==> config.mk <==
export PLATFORM = sky130hd
export DESIGN_NAME = bounded_fifo_with_key_search
export DESIGN_NICKNAME = d
export VERILOG_FILES = /design/src/hdl/bfks_pkg.sv /design/src/hdl/bfks_ctrl.sv /design/src/hdl/bfks_dp.sv /design/src/hdl/bounded_fifo_with_key_search.sv
export SDC_FILE = /design/constraint.sdc
export NUM_CORES = 1
export LEC_CHECK = 0
export BUFFER_PORTS_ARGS = -buffer_cell sky130_fd_sc_hd__buf_2
export CORE_ASPECT_RATIO = 2
export CORE_MARGIN = 2
export CORE_UTILIZATION = 25
export CTS_CLUSTER_SIZE = 28
export DETAILED_ROUTE_END_ITERATION = 10
export HOLD_SLACK_MARGIN = 0.08
export SLEW_MARGIN = 15
export SYNTH_ARGS = -nofsm -noshare
export SYNTH_HDL_FRONTEND = slang
export SYNTH_SLANG_ARGS = --single-unit
==> constraint.sdc <==
create_clock -name clk -period 6.13 [get_ports clk]
set_clock_uncertainty 0.05 [all_clocks]
set_input_delay 0.613 -clock clk [delete_from_list [all_inputs] [get_ports clk]]
set_output_delay 0.613 -clock clk [all_outputs]
set_load 0.01 [all_outputs]
==> src/hdl/bfks_pkg.sv <==
// ----------------------------------------------------------------------------
// bfks_pkg: shared definitions for the bounded FIFO with key search
// Widths, reset values, operation and result codes, controller states and the
// command and status groups between the controller and the datapath.
// ----------------------------------------------------------------------------
package bfks_pkg;

	// Built-in store depth used when the top level is not overridden.
	localparam int unsigned DEPTH_DEF = 16;

	// Fixed field widths.
	localparam int unsigned ACT_W = 2;
	localparam int unsigned VAL_W = 32;
	localparam int unsigned STS_W = 3;
	localparam int unsigned CNT_W = 5;

	// Capacity register value after reset.
	localparam logic [CNT_W-1:0] CAP_RESET = 5'd16;

	// Requested operation of one input beat.
	typedef enum logic [ACT_W-1:0] {
		ACT_ENQ  = 2'd0,
		ACT_DEQ  = 2'd1,
		ACT_FIND = 2'd2,
		ACT_NONE = 2'd3
	} action_t;

	// Result status codes.
	typedef enum logic [STS_W-1:0] {
		STS_ENQ   = 3'd0,
		STS_OVF   = 3'd1,
		STS_DEQ   = 3'd2,
		STS_EMPTY = 3'd3,
		STS_FOUND = 3'd4,
		STS_MISS  = 3'd5
	} status_t;

	// Controller states.
	typedef enum logic [2:0] {
		S_IDLE,
		S_EXEC,
		S_DEQ_WAIT,
		S_SCAN_RD,
		S_SCAN_CMP
	} state_t;

	// Source of the result item field.
	typedef enum logic [1:0] {
		ITEM_KEY,
		ITEM_ZERO,
		ITEM_MEM
	} item_sel_t;

	// Commands from the controller to the datapath.
	typedef struct packed {
		logic      cmd_load;    // capture the accepted input beat
		logic      rd_en;       // read the store, data valid next cycle
		logic      rd_at_head;  // read address is the head, else the scan pointer
		logic      scan_init;   // start a scan at the head
		logic      scan_step;   // advance the scan pointer
		logic      commit_enq;  // write at the tail and grow the queue
		logic      commit_deq;  // drop the head and shrink the queue
		logic      res_load;    // load the output register
		status_t   res_status;
		item_sel_t res_item;
	} ctl_t;

	// Status from the datapath to the controller.
	typedef struct packed {
		action_t action;     // operation of the captured beat
		logic    can_enq;    // count is below the effective capacity
		logic    empty;      // no items held
		logic    out_free;   // output register can take a result this cycle
		logic    match;      // read data equals the key
		logic    scan_last;  // the entry under compare is the tail entry
	} dp_stat_t;

endpackage

==> src/hdl/bfks_ctrl.sv <==
// ----------------------------------------------------------------------------
// bfks_ctrl: operation sequencer
// Accepts one input beat at a time, steps the datapath through enqueue,
// dequeue or a head-to-tail key scan, and hands the result to the output
// register when it is free.
// ----------------------------------------------------------------------------
module bfks_ctrl (
	input  logic              clk,
	input  logic              arst_n,
	input  logic              in_valid,
	output logic              in_ready,
	input  bfks_pkg::dp_stat_t st,
	output bfks_pkg::ctl_t     ctl
);
	import bfks_pkg::*;

	state_t state_q, state_d;

	// State register.
	always_ff @(posedge clk or negedge arst_n) begin
		if (!arst_n) begin
			state_q <= S_IDLE;
		end else begin
			state_q <= state_d;
		end
	end

	// Next state and datapath commands.
	always_comb begin
		state_d        = state_q;
		in_ready       = 1'b0;
		ctl            = '0;
		ctl.res_status = STS_MISS;
		ctl.res_item   = ITEM_KEY;

		unique case (state_q)
			S_IDLE: begin
				in_ready     = 1'b1;
				ctl.cmd_load = in_valid;
				if (in_valid) begin
					state_d = S_EXEC;
				end
			end

			S_EXEC: begin
				unique case (st.action)
					ACT_ENQ: begin
						if (st.out_free) begin
							ctl.res_load   = 1'b1;
							ctl.res_status = st.can_enq ? STS_ENQ : STS_OVF;
							ctl.commit_enq = st.can_enq;
							state_d        = S_IDLE;
						end
					end
					ACT_DEQ: begin
						if (st.empty) begin
							if (st.out_free) begin
								ctl.res_load   = 1'b1;
								ctl.res_status = STS_EMPTY;
								ctl.res_item   = ITEM_ZERO;
								state_d        = S_IDLE;
							end
						end else begin
							ctl.rd_en      = 1'b1;
							ctl.rd_at_head = 1'b1;
							state_d        = S_DEQ_WAIT;
						end
					end
					ACT_FIND: begin
						if (st.empty) begin
							if (st.out_free) begin
								ctl.res_load   = 1'b1;
								ctl.res_status = STS_MISS;
								state_d        = S_IDLE;
							end
						end else begin
							ctl.scan_init = 1'b1;
							state_d       = S_SCAN_RD;
						end
					end
					ACT_NONE: begin
						// Unused code: no state change, reported as not found.
						if (st.out_free) begin
							ctl.res_load   = 1'b1;
							ctl.res_status = STS_MISS;
							state_d        = S_IDLE;
						end
					end
					default: begin
						state_d = S_IDLE;
					end
				endcase
			end

			S_DEQ_WAIT: begin
				// Head entry is in the read register; it holds until taken.
				if (st.out_free) begin
					ctl.res_load   = 1'b1;
					ctl.res_status = STS_DEQ;
					ctl.res_item   = ITEM_MEM;
					ctl.commit_deq = 1'b1;
					state_d        = S_IDLE;
				end
			end

			S_SCAN_RD: begin
				ctl.rd_en = 1'b1;
				state_d   = S_SCAN_CMP;
			end

			S_SCAN_CMP: begin
				if (st.match || st.scan_last) begin
					if (st.out_free) begin
						ctl.res_load   = 1'b1;
						ctl.res_status = st.match ? STS_FOUND : STS_MISS;
						state_d        = S_IDLE;
					end
				end else begin
					ctl.scan_step = 1'b1;
					state_d       = S_SCAN_RD;
				end
			end

			default: begin
				state_d = S_IDLE;
			end
		endcase
	end

endmodule

==> src/hdl/bfks_dp.sv <==
// ----------------------------------------------------------------------------
// bfks_dp: queue datapath
// Holds the item store, head and tail pointers, item count, capacity
// register, captured input beat, scan pointer and the output register.
// ----------------------------------------------------------------------------
module bfks_dp #(
	parameter int unsigned DEPTH = bfks_pkg::DEPTH_DEF
) (
	input  logic                              clk,
	input  logic                              arst_n,
	input  bfks_pkg::ctl_t                    ctl,
	output bfks_pkg::dp_stat_t                st,
	input  logic [bfks_pkg::ACT_W-1:0]        in_action,
	input  logic signed [bfks_pkg::VAL_W-1:0] in_value,
	input  logic                              cfg_we,
	input  logic [bfks_pkg::CNT_W-1:0]        cfg_wdata,
	output logic                              out_valid,
	input  logic                              out_ready,
	output logic [bfks_pkg::STS_W-1:0]        out_status,
	output logic signed [bfks_pkg::VAL_W-1:0] out_item,
	output logic [bfks_pkg::CNT_W-1:0]        out_count
);
	import bfks_pkg::*;

	localparam int unsigned AW = $clog2(DEPTH);
	localparam logic [AW-1:0] LAST_SLOT = AW'(DEPTH - 1);

	logic [VAL_W-1:0] store_mem [DEPTH];
	logic [VAL_W-1:0] rd_data_q;
	logic [AW-1:0]    rd_addr;

	logic [AW-1:0]    head_q, tail_q, scan_pos_q;
	logic [CNT_W-1:0] count_q, scan_k_q, count_next;
	logic [CNT_W-1:0] cap_q;
	action_t          act_q;
	logic [VAL_W-1:0] key_q;

	logic             out_valid_q;
	logic [STS_W-1:0] out_status_q;
	logic [VAL_W-1:0] out_item_q;
	logic [CNT_W-1:0] out_count_q;
	logic [VAL_W-1:0] res_item;

	// Circular increment of a store index.
	function automatic logic [AW-1:0] next_slot(input logic [AW-1:0] idx);
		return (idx == LAST_SLOT) ? '0 : idx + 1'b1;
	endfunction

	// Capacity register.
	always_ff @(posedge clk or negedge arst_n) begin
		if (!arst_n) begin
			cap_q <= CAP_RESET;
		end else if (cfg_we) begin
			cap_q <= cfg_wdata;
		end
	end

	// Captured input beat.
	always_ff @(posedge clk) begin
		if (ctl.cmd_load) begin
			act_q <= action_t'(in_action);
			key_q <= in_value;
		end
	end

	// Item store: one write port at the tail, one registered read port.
	assign rd_addr = ctl.rd_at_head ? head_q : scan_pos_q;

	always_ff @(posedge clk) begin
		if (ctl.commit_enq) begin
			store_mem[tail_q] <= key_q;
		end
		if (ctl.rd_en) begin
			rd_data_q <= store_mem[rd_addr];
		end
	end

	// Queue pointers and item count.
	always_ff @(posedge clk or negedge arst_n) begin
		if (!arst_n) begin
			head_q  <= '0;
			tail_q  <= '0;
			count_q <= '0;
		end else begin
			if (ctl.commit_enq) begin
				tail_q <= next_slot(tail_q);
			end
			if (ctl.commit_deq) begin
				head_q <= next_slot(head_q);
			end
			count_q <= count_next;
		end
	end

	always_comb begin
		count_next = count_q;
		if (ctl.commit_enq) begin
			count_next = count_q + 1'b1;
		end else if (ctl.commit_deq) begin
			count_next = count_q - 1'b1;
		end
	end

	// Scan pointer and number of entries already passed.
	always_ff @(posedge clk) begin
		if (ctl.scan_init) begin
			scan_pos_q <= head_q;
			scan_k_q   <= '0;
		end else if (ctl.scan_step) begin
			scan_pos_q <= next_slot(scan_pos_q);
			scan_k_q   <= scan_k_q + 1'b1;
		end
	end

	// Output register; it frees up in the same cycle its beat is taken.
	always_ff @(posedge clk or negedge arst_n) begin
		if (!arst_n) begin
			out_valid_q <= 1'b0;
		end else if (ctl.res_load) begin
			out_valid_q <= 1'b1;
		end else if (out_ready) begin
			out_valid_q <= 1'b0;
		end
	end

	always_comb begin
		unique case (ctl.res_item)
			ITEM_ZERO: res_item = '0;
			ITEM_MEM:  res_item = rd_data_q;
			default:   res_item = key_q;
		endcase
	end

	always_ff @(posedge clk) begin
		if (ctl.res_load) begin
			out_status_q <= ctl.res_status;
			out_item_q   <= res_item;
			out_count_q  <= count_next;
		end
	end

	assign out_valid  = out_valid_q;
	assign out_status = out_status_q;
	assign out_item   = out_item_q;
	assign out_count  = out_count_q;

	// Status toward the controller. The effective capacity is the register
	// value capped at the store depth.
	always_comb begin
		st.action    = act_q;
		st.can_enq   = (count_q < cap_q) && (32'(count_q) < 32'(DEPTH));
		st.empty     = (count_q == '0);
		st.out_free  = !out_valid_q || out_ready;
		st.match     = (rd_data_q == key_q);
		st.scan_last = ((scan_k_q + 1'b1) == count_q);
	end

endmodule

==> src/hdl/bounded_fifo_with_key_search.sv <==
// ----------------------------------------------------------------------------
// bounded_fifo_with_key_search: FIFO of signed 32-bit items with key search
// The block takes one operation beat at a time and returns exactly one result
// beat for it. Enqueue and overflow results go to the output register
// straight from the execute state, dequeue results after a registered read
// of the head entry, and a key search compares entries from the head toward
// the tail, up to the item count, stopping at the first match: each entry
// takes a registered store read and then a compare. The next input beat is
// taken as soon as the previous operation has handed its result to the output
// register, even if that result has not yet been taken. The capacity register
// may be written only while no operation is in flight; values above DEPTH act
// as DEPTH and zero makes every enqueue overflow.
// ----------------------------------------------------------------------------
module bounded_fifo_with_key_search #(
	parameter int unsigned DEPTH = bfks_pkg::DEPTH_DEF
) (
	input  logic                              clk,
	input  logic                              arst_n,
	input  logic                              in_valid,
	output logic                              in_ready,
	input  logic [bfks_pkg::ACT_W-1:0]        action,
	input  logic signed [bfks_pkg::VAL_W-1:0] value,
	output logic                              out_valid,
	input  logic                              out_ready,
	output logic [bfks_pkg::STS_W-1:0]        status,
	output logic signed [bfks_pkg::VAL_W-1:0] item,
	output logic [bfks_pkg::CNT_W-1:0]        count,
	input  logic                              cfg_we,
	input  logic [bfks_pkg::CNT_W-1:0]        cfg_wdata
);
	import bfks_pkg::*;

	ctl_t     ctl;
	dp_stat_t st;

	// Operation sequencer.
	bfks_ctrl u_ctrl (
		.clk      (clk),
		.arst_n   (arst_n),
		.in_valid (in_valid),
		.in_ready (in_ready),
		.st       (st),
		.ctl      (ctl)
	);

	// Store, pointers and output register.
	bfks_dp #(
		.DEPTH (DEPTH)
	) u_dp (
		.clk        (clk),
		.arst_n     (arst_n),
		.ctl        (ctl),
		.st         (st),
		.in_action  (action),
		.in_value   (value),
		.cfg_we     (cfg_we),
		.cfg_wdata  (cfg_wdata),
		.out_valid  (out_valid),
		.out_ready  (out_ready),
		.out_status (status),
		.out_item   (item),
		.out_count  (count)
	);

endmodule

## Word-level counts from Yosys, hierarchy flattened

Memories as Yosys holds them, arrays and structs flattened. A register that Yosys moved wholly into a read port is not among the register bits.
Index checks and enable logic that the tools add are counted.

| storage, ports and cells | value |
|---|---|
| bits in writable memories | 512 |
| logic and storage cells | 95 |
| input bits | 44 |
| output and inout port bits | 42 |
| bits in registers | 105 |
| ROM bits | 0 |
| latch bits | 0 |
| memories kept | 1 |

Memories:

| memory | depth | bits a word | read ports | clocked after Yosys merged registers in | write ports | RTL line | RTL |
|---|---|---|---|---|---|---|---|
| u_dp.store_mem | 16 | 32 | 1 | 1 | 1 | bfks_dp.sv:28 | `logic [VAL_W-1:0] store_mem [DEPTH];` |

| cells by class | value |
|---|---|
| shift operators | 0 |
| add/sub/neg operators | 6 |
| $mul | 0 |
| reductions and logical operators | 10 |
| magnitude comparators | 2 |
| div/mod/pow operators | 0 |
| mux-type cells | 48 |
| bitwise operators | 0 |
| eq/ne operators | 15 |

Operators with widths:

| operator | number |
|---|---|
| 32-bit one-hot mux with 2 select lines | 1 |
| 4-bit two-way mux | 11 |
| 32-bit equality test | 1 |
| 1-bit two-way mux | 16 |
| 4-bit one-hot mux with 4 select lines | 1 |
| 3-bit two-way mux | 5 |
| 3-bit one-hot mux with 5 select lines | 1 |
| 4-bit by 1-bit adder with 4-bit output, second input constant | 3 |
| 4-bit equality test, second input constant | 3 |
| 6-bit two-way mux | 2 |
| 4-bit one-hot mux with 3 select lines | 1 |
| 5-bit by 1-bit adder with 5-bit output, second input constant | 2 |
| 5-bit two-way mux | 2 |
| 3-bit one-hot mux with 3 select lines | 1 |
| 2-bit two-way mux | 4 |
| 7-bit two-way mux | 1 |
| 2-bit equality test, second input constant | 3 |
| 3-bit by 2-bit equality test with 1-bit output, second input constant | 2 |
| 5-bit equality test | 1 |
| 5-bit zero test | 1 |
| 5-bit less-than comparator | 1 |
| 5-bit less-than comparator, second input constant | 1 |
| 5-bit by 1-bit subtractor with 5-bit output, second input constant | 1 |
| 2-bit by 1-bit equality test with 1-bit output, second input constant | 2 |
| other kinds (12) | 14 |

## Logic depth before layout (Yosys ltp)

Gate-level depths: netlist of the first run.

| logic depth | value |
|---|---|
| word-level depth | 8 |
| depth in mapped cells | 12 |
| mapped depth without buffers | 8 |

## Modules after synthesis

From an unflattened synthesis of the first run, not the netlist that was laid out.

| unflattened totals | value |
|---|---|
| cells, all modules | 1,432 |
| area total of the unflattened synthesis | 25,331.8 µm² |

Modules (own cells, without submodules):

| module | area each (µm²) | instances | sequential area each (µm²) | cells each |
|---|---|---|---|---|
| bfks_dp | 24,840.1 | 1 | 19,254.7 | 1,369 |
| bfks_ctrl | 491.7 | 1 | 75.1 | 63 |

## Least setup slack after synthesis of the first run

Ideal clock, no wire load.

| timing path | value |
|---|---|
| kind | register to register |
| start point | register u_dp.count_q[2] |
| end point | memory u_dp.store_mem[2][0], enable pin |
| clock period less this slack | 4.523 ns |
| arrival time | 4.012 ns |
| setup slack | 1.607 ns |
| stages on the path, launching flop included | 9 |
| required time | 5.619 ns |
| buffers on the path | 1 |
| setup time | 0.461 ns |
| cells stage by stage | dfrtp_1 -> ha_1 -> a21oi_1 -> o21ai_0 -> a21o_1 -> a21oi_1 -> clkbuf_1 -> nand2_1 -> nor3_1 |

| on the way | value |
|---|---|
| longest elaborated chain between the ends | 7 |
| elaborated cells between the ends (all ways) | 8 |
| classes of those cells | order compare (2); mux (5); reduce/logical (1) |

Ends and longest elaborated chain:

| what | RTL line | RTL |
|---|---|---|
| start, declared | bfks_dp.sv:33 | `logic [CNT_W-1:0] count_q, scan_k_q, count_next;` |
| start signal, assigned | bfks_dp.sv:91 | `count_q <= count_next;` |
| 5-bit less-than comparator | bfks_dp.sv:151 | `st.can_enq = (count_q < cap_q) && (32'(count_q) < 32'(DEPTH));` |
| 1-bit logical AND * | bfks_dp.sv:151 |  |
| 1-bit two-way mux * | bfks_ctrl.sv:48 | `if (st.out_free) begin` |
| 1-bit two-way mux * | bfks_ctrl.sv:46 | `unique case (st.action)` |
| 1-bit two-way mux * | bfks_ctrl.sv:36 | `unique case (state_q)` |
| 1-bit two-way mux * | bfks_dp.sv:70 | `if (ctl.commit_enq) begin` |
| 1-bit two-way mux (not written as such) * | bfks_dp.sv:71 | `store_mem[tail_q] <= key_q;` |
| end, declared | bfks_dp.sv:28 |  |

Mark *: on every way between the ends. The rest lies on a longest branch, timed or not.

## Worst setup path after layout of the first run

| timing path | value |
|---|---|
| start point | register u_dp.count_q[1] |
| end point | register u_dp.rd_data_q[3] (read register of u_dp.store_mem) (data pin) |

| on the way | value |
|---|---|
| longest elaborated chain between the ends | 5 |
| elaborated cells between the ends (all ways) | 6 |
| classes of those cells | mux (5); reduce/logical (1) |

Ends and longest elaborated chain:

| what | RTL line | RTL |
|---|---|---|
| 5-bit zero test * | bfks_dp.sv:152 | `st.empty = (count_q == '0);` |
| 2-bit two-way mux * | bfks_ctrl.sv:56 | `if (st.empty) begin` |
| 2-bit two-way mux * | bfks_ctrl.sv:46 |  |
| 2-bit two-way mux | bfks_ctrl.sv:36 |  |
| 4-bit two-way mux | bfks_dp.sv:67 | `assign rd_addr = ctl.rd_at_head ? head_q : scan_pos_q;` |
| end, declared | bfks_dp.sv:29 | `logic [VAL_W-1:0] rd_data_q;` |

Marks and branches as above.
A chain may end at the register's enable or synchronous reset.

==> results.yml, run 1 <==
run_status:
  status: "finished, final reports clean"
pwr:
  power_leakage_uw: 0.0101
  p_per_area_nw_per_um2: 403
  report.power.total_uw: 11900
  max-vdd-ir-drop_mv: 0.241
synth:
  postSynthNetCount: 1517
  synth.distinct_cells: 53
  synth_flop_cell: "sky130_fd_sc_hd__edfxtp_1"
  synthesis.area_per_instance_um2: 17.6
  yosys_register_bits: 649
  ys_seq_area_frac: 0.758
  synthesis.instances: 1452
  yosysTopAreaCell: "sky130_fd_sc_hd__edfxtp_1"
  post_synth_main_area_contributors: "sky130_fd_sc_hd__edfxtp_1 73%, sky130_fd_sc_hd__mux2i_1 10%, sky130_fd_sc_hd__o22ai_1 3.1%"
  synth_enable_flop_cells: 622
  synth.cell_area_um2: 25500
  synth-async-reset-ratio: 0.0339
  synth.yosys.warnings: 0
  yosysTopAreaCellShare: 0.733
min_path:
  min_delay_path_depth: 1
  timing.hold.worst.class: "primary input to register"
  startpoint_of_the_tightest_hold_check_path: "value[22]"
  worstHoldEndpoint: "u_dp.key_q[22]"
place:
  globalplace.congestion: 0.764
  detailedPlace.worstSlack_ns: 2.00
  io_buffers: 85
  detailedPlacementHpwl_um: 38400
cts:
  cts_repair_resize_count: 0
  clock_root_buffer: "sky130_fd_sc_hd__clkbuf_16"
  number_of_clock_buffers_inserted_by_tritoncts: 54
  cts_setup_buffers: 0
  cts_tree: "done"
  clock_sinks: 649
  cts.path.max_buffers: 3
  cts.htree.levels: 2
  cts_hold_buffers: 1
  worst_skew_pair.late_latency_ns: 0.62
  cts_clk_pin_slew_worst_paths_ns: 0.07
worst_setup_path:
  endpoint_required_time_on_the_critical_path_ns: 6.41
  setup.worst_path.start_class: "register"
  rr_endpoint: "u_dp.rd_data_q[3]"
  regToRegStartpoint: "u_dp.count_q[1]"
  timing.critical_path.to_type: "register"
  timing_worst_setup_path_type: "register to register"
  regToRegSetupSlack_ns: 1.99
  critPathArrivalTime_ns: 4.43
  worst-path-max-fanout: 46
  reg2reg_depth: 9
layout:
  layout.filler_cells: 10019
  final_net_count: 1624
  area_growth_syn_to_layout_pct: 15.8
  post_route_cells_drive_above_1_share: 0.153
  regArea_um2: 19300
  multi_input_area_um2: 5960
floorplanning:
  io_pins: 86
  chipHeight_um: 456
  effective_utilization_at_floorplan: 0.252
  die_area_um2: 105000
  rows: 165
  chipWidth_um: 230
  core-area_um2: 101000
global_route:
  grt_first_pass_wirelength_um: 96400
  track_usage: 0.125
  grt-ovfl-total: 0
  largest_net_degree_at_the_start_of_global_routing: 97
  number_of_antenna_violations_at_the_first_check_in_global_routing: 6
  grt_pass1_vias: 14177
detailed_routing:
  detailed_route_iter0_violations: 1449
  drc: 0
  dr.pass1.iters: 5
  final_antenna_net_count: 0
  vias: 13695
  route.final.wire_length_um: 66900
  post_drt_wl_per_cell_um: 22.8
  routed_via_density: 4.67
sta:
  rsz_0062_raised_after_global_routing: "no"
  slew_viol_final: 0
  worst_pin_slew_ns: 1.11
  final.min_clock_period_ns: 4.14
  finalSetupViolations: 0
  relSlewSlack: 0.257
  post_layout_worst_setup_margin_ns: 1.99
  final-hold-violation-count: 0
  setup-tns-final_ns: 0
  clock.fmax_mhz: 241
  finalCritPeriodShare: 0.676
job:
  cap_viol_max_count: 0
[stage by stage]
stage,hold slack (ns),utilization,std cells,instance area [µm²]
global placement,0.414,0.274,2838,27800
global route,0.108,0.292,2934,29500
floorplan,0.267,-,1452,25500
CTS,0.0903,0.292,2933,29500
detailed placement,0.425,0.274,2838,27800
finish,0.120,0.292,2934,29500
[critical path: stages (launching register included)]
cell                      delay, ns
sky130_fd_sc_hd__dfrtp_1       0.45
sky130_fd_sc_hd__inv_1         0.16
sky130_fd_sc_hd__ha_1          0.17
sky130_fd_sc_hd__or4b_1        0.62
sky130_fd_sc_hd__nand3_4       0.37
sky130_fd_sc_hd__mux2i_4       0.32
sky130_fd_sc_hd__buf_4         0.70
sky130_fd_sc_hd__mux2i_1       0.28
sky130_fd_sc_hd__o22ai_1       0.10
sky130_fd_sc_hd__or4_1         0.58
[flip-flops by register name, indices dropped and copies added (netlist names)]
name             cells
u_dp.rd_data_q      32
u_dp.count_q         5
u_ctrl.state_q       3
u_dp.cap_q           5
u_dp.out_status      3
u_dp.scan_pos_q      4
u_dp.store_mem     512
u_dp.act_q           2
u_dp.out_valid       1
u_dp.out_item       32
u_dp.key_q          32
u_dp.out_count       5
u_dp.scan_k_q        5
u_dp.head_q          4
u_dp.tail_q          4
[per-layer routing]
metal  vias up  part of all wire  track usage
li1       6010                 -            -
met1      7073              0.39        0.148
met2       455              0.51        0.222
met3       149             0.053       0.0176
met4         8             0.045       0.0594
met5         -           0.00076            0
[cell usage after synthesis, drive strengths merged (2+ instances only)]
cell    count
nor3b       4
xor2        2
a31o        3
dfrtp      21
a21oi      12
a31oi       6
o211ai      2
nand3       9
mux2i     263
nor4b       2
nand4      12
nand2      32
and3        6
nor4        4
buf        43
clkbuf     32
a22oi       2
a22o       32
ha         21
dfxtp       5
o21ai      19
or4        32
edfxtp    622
nor2b      10
o22ai     128
a41oi       4
nor2       27
xnor2      42
nand2b      6
mux2        3
inv        12
a21o        4
nor3       16
and2        2
[cell usage in the layout, fill, tap and decap left out, drive strengths merged, types with 16 or more instances in the layout]
master and n:
dfrtp 21, mux2i 263, edfxtp 622, ha 21
o21ai 19, nor3 16, clkinv 21, nand2 32
o22ai 128, or4 32, a22o 32, buf 125
xnor2 42, clkbuf 62, nor2 27
[power breakdown]
| group | internal (µW) | total (µW) | switching (µW) |
|---|---|---|---|
| clock network | 1930 | 3500 | 1570 |
| logic | 917 | 2400 | 1480 |
| registers | 5530 | 5990 | 467 |
| total | 8380 | 11900 | 3520 |
[cells by family after synthesis]
group / share of synthesized area
DFF: 0.758
muxes: 0.105
AOI/OAI and AO/OA: 0.0576
and+or+nand+nor: 0.0372
buffers and inverters: 0.0168
xor gates and xnor gates: 0.0151
adders and majority gates: 0.0103
[how the worst max path moves through the flow]
stage	startpoint	endpoint	slack, ns
detailed placement	u_dp.count_q[1]	u_dp.rd_data_q[8]	2.00
global route	u_dp.count_q[1]	u_dp.rd_data_q[3]	1.81
finish	u_dp.count_q[1]	u_dp.rd_data_q[3]	1.99
floorplan	u_dp.count_q[2]	u_dp.store_mem[2][0]	1.61
global placement	u_dp.count_q[0]	u_dp.rd_data_q[6]	2.05
CTS	u_dp.count_q[1]	u_dp.rd_data_q[3]	1.97
[area by class of cell]
cell class	instances	area share
flip-flops and latches	649	0.655
clock buffers	62	0.0475
diodes	1	0.0000848
clock inverters	32	0.0115
well taps	1336	0.0566
multi-input cells	715	0.202
repair buffers	126	0.0258
inverters	13	0.00165
Power figures use the tool's default switching activity.
==> run 2: changes to the inputs <==
--- a/config.mk
+++ b/config.mk
@@ -5,6 +5,7 @@
 export SDC_FILE = /design/constraint.sdc
 export NUM_CORES = 1
 export LEC_CHECK = 0
+export ABC_AREA = 1
 export BUFFER_PORTS_ARGS = -buffer_cell sky130_fd_sc_hd__buf_2
 export CORE_ASPECT_RATIO = 2
 export CORE_MARGIN = 2
==> constraint.sdc (replaced) <==
create_clock -name clk -period 3.52 [get_ports clk]
set_clock_uncertainty 0.05 [all_clocks]
set_input_delay 0.352 -clock clk [delete_from_list [all_inputs] [get_ports clk]]
set_output_delay 0.352 -clock clk [all_outputs]
set_load 0.01 [all_outputs]
==> results.yml, run 2 <==
sta:
  clock.fmax_mhz: 341
  rsz_0062_raised_after_global_routing: "no"
  setup-tns-final_ns: 0
  slew_viol_final: 0
  finalCritPeriodShare: 0.834
  relSlewSlack: 0.548
  finalSetupViolations: 0
  final.min_clock_period_ns: 2.94
  final-hold-violation-count: 0
  worst_pin_slew_ns: 0.675
synth:
  synth.yosys.warnings: 0
  synthTopCellsByCount: "651 x sky130_fd_sc_hd__nand3_1, 622 x sky130_fd_sc_hd__edfxtp_1, 576 x sky130_fd_sc_hd__inv_1"
  synth.mux.area_fraction: 0.000391
  synthesis.area_per_instance_um2: 10.4
  synth.cell_area_um2: 28800
  post_synth_xor_area_fraction: 0.0106
  synthMostInstantiatedCell: "sky130_fd_sc_hd__nand3_1"
  synth-async-reset-ratio: 0.0339
  synth.distinct_cells: 36
  postSynthNetCount: 2827
  synth_top_family_by_area: "simple AND/OR/NAND/NOR gates"
  area_fraction_in_compound_gates_after_synthesis: 0.00972
  synth_enable_flop_cells: 622
  synthesis.instances: 2762
  synth_flop_cell: "sky130_fd_sc_hd__edfxtp_1"
  yosys_register_bits: 649
  yosysTopAreaCell: "sky130_fd_sc_hd__edfxtp_1"
  synthSimpleGateAreaFrac: 0.200
  yosysTopAreaCellShare: 0.648
  synth_fa_ha_area_frac: 0.00911
  ys_seq_area_frac: 0.670
  post_synth_main_area_contributors: "sky130_fd_sc_hd__edfxtp_1 65%, sky130_fd_sc_hd__nand3_1 11%, sky130_fd_sc_hd__inv_1 7.5%"
floorplanning:
  rows: 176
  die_area_um2: 118000
  core-area_um2: 115000
  effective_utilization_at_floorplan: 0.251
  io_pins: 86
  chipWidth_um: 244
  chipHeight_um: 484
global_route:
  grt-ovfl-total: 0
  grt_pass1_vias: 19587
  track_usage: 0.138
  grt_first_pass_wirelength_um: 123000
  largest_net_degree_at_the_start_of_global_routing: 89
  number_of_antenna_violations_at_the_first_check_in_global_routing: 2
min_path:
  min_delay_path_depth: 4
  timing.hold.worst.class: "primary input to register"
  startpoint_of_the_tightest_hold_check_path: "out_ready"
  worstHoldEndpoint: "u_dp.out_valid"
layout:
  multi_input_area_um2: 6820
  layout.cells.most_common_list: "651 x sky130_fd_sc_hd__nand3_1, 622 x sky130_fd_sc_hd__edfxtp_1, 575 x sky130_fd_sc_hd__inv_1"
  design_area_um2: 33700
  post_route_cells_drive_above_1_share: 0.0976
  mostFrequentLayoutCell: "sky130_fd_sc_hd__nand3_1"
  largest_reg_flops: 512
  area_growth_syn_to_layout_pct: 16.9
  regArea_um2: 19300
  layout.filler_cells: 11746
  final_net_count: 2966
  registers.top_by_ff_count: "u_dp.store_mem"
pwr:
  share_comb_of_total_power: 0.294
  max-vdd-ir-drop_mv: 0.399
  switching_power_uw: 8040
  p_per_area_nw_per_um2: 675
  cellInternalPower_uw: 14700
  seqPwrFrac: 0.448
  power_leakage_uw: 0.0140
  power_switching_share: 0.354
  power_frac_clock: 0.258
cts:
  cts_clk_pin_slew_worst_paths_ns: 0.07
  cts_repair_resize_count: 0
  cts.htree.levels: 2
  cts.path.max_buffers: 3
  number_of_clock_buffers_inserted_by_tritoncts: 52
  cts_tree: "done"
  clock_root_buffer: "sky130_fd_sc_hd__clkbuf_16"
  clock_sinks: 649
  worst_skew_pair.late_latency_ns: 0.62
worst_setup_path:
  worst-path-max-fanout: 30
  endpoint_required_time_on_the_critical_path_ns: 3.78
  critPathArrivalTime_ns: 3.19
  regToRegSetupSlack_ns: 0.58
  timing_worst_setup_path_type: "register to register"
  reg2reg_depth: 12
  timing.critical_path.to_type: "register"
  setup.worst_path.start_class: "register"
  regToRegStartpoint: "u_dp.key_q[22]"
  rr_endpoint: "u_dp.out_item[16]"
run_status:
  status: "finished, final reports clean"
detailed_routing:
  routed_via_density: 4.44
  post_drt_wl_per_cell_um: 18.5
  detailed_route_iter0_violations: 1895
  route.final.wire_length_um: 82500
  vias: 19787
  drc: 0
  dr.pass1.iters: 5
  final_antenna_net_count: 0
place:
  globalplace.congestion: 0.786
  detailedPlacementHpwl_um: 49300
  postPlaceCellArea_um2: 31500
  io_buffers: 85
job:
  cap_viol_max_count: 0
[run 2: cell type report]
| type | count | share of cell area |
|---|---|---|
| Antenna cell | 1 | 0.0000743 |
| Multi-Input combinational cell | 1400 | 0.202 |
| Clock buffer | 58 | 0.0399 |
| Timing Repair Buffer | 218 | 0.0541 |
| Clock inverter | 36 | 0.00902 |
| Tap cell | 1513 | 0.0562 |
| Inverter | 580 | 0.0646 |
| Sequential cell | 649 | 0.574 |
[run 2: layer usage]
| layer | GRT usage | vias up | wire [µm] |
|---|---|---|---|
| met3 | 0.0148 | 173 | 4110 |
| li1 | - | 9291 | - |
| met2 | 0.254 | 671 | 43200 |
| met1 | 0.155 | 9650 | 31300 |
| met5 | 0 | - | 13 |
| met4 | 0.0680 | 2 | 3940 |
[run 2: repair_timing]
| action | in CTS | in global routing |
|---|---|---|
| hold endpoints to repair | 62 | 0 |
| buffers inserted | 0 | 0 |
| hold buffers | 50 | 0 |
[run 2: how the worst max path moves through the flow]
stage,from,endpoint,depth (start not counted)
2_1_floorplan,u_ctrl.state_q[1],u_dp.act_q[0],3
3_3_place_gp,u_dp.key_q[22],u_dp.out_item[2],12
3_5_place_dp,u_dp.key_q[22],u_dp.out_item[0],12
4_1_cts,u_dp.key_q[22],u_dp.out_item[21],12
5_1_grt,u_dp.key_q[22],u_dp.out_item[20],12
6_report,u_dp.key_q[22],u_dp.out_item[16],12
[run 2: metrics by stage]
step	cells	setup slack [ns]	total power, µW	hold slack [ns]	utilization
2_1_floorplan	2762	0.109	14500	0.00641	-
3_3_place_gp	4310	0.569	17000	0.331	0.275
3_5_place_dp	4310	0.581	17000	0.342	0.275
4_1_cts	4454	0.552	22900	0.166	0.294
5_1_grt	4455	0.336	23800	0.228	0.294
6_report	4455	0.584	22700	0.192	0.294
[run 2: critical path, stage by stage, from the launching register on]
cell and delay (ns):
sky130_fd_sc_hd__edfxtp_1 0.77, sky130_fd_sc_hd__xnor2_1 0.19, sky130_fd_sc_hd__nand2_1 0.11, sky130_fd_sc_hd__nor2_1 0.11, sky130_fd_sc_hd__nand2_1 0.18, sky130_fd_sc_hd__nor2_1 0.14, sky130_fd_sc_hd__nand2_1 0.16, sky130_fd_sc_hd__nand2_1 0.12
sky130_fd_sc_hd__nand2_1 0.05, sky130_fd_sc_hd__nand2_1 0.06, sky130_fd_sc_hd__nand2_1 0.07, sky130_fd_sc_hd__inv_2 0.27, sky130_fd_sc_hd__buf_12 0.28
[run 2: power groups by stage]
stage          Sequential (µW)  Combinational (µW)  Clock, µW
2_1_floorplan            10300                4200          0
3_3_place_gp             10300                6640          0
3_5_place_dp             10300                6680          0
4_1_cts                  10200                6760       6010
5_1_grt                  10200                7370       6220
6_report                 10200                6690       5870
[run 2: kinds of logic (layout without fill, tap and decap cells)]
logic type               count (synthesis)  after routing
AO/OA/AOI/OAI                           49             49
multiplexers                             1              1
flip-flops                             649            649
XOR/XNOR                                35             35
AND/OR/NAND/NOR                       1294           1294
other                                    0              1
buffers and inverters                  713            892
adder cells (fa/ha/maj)                 21             21
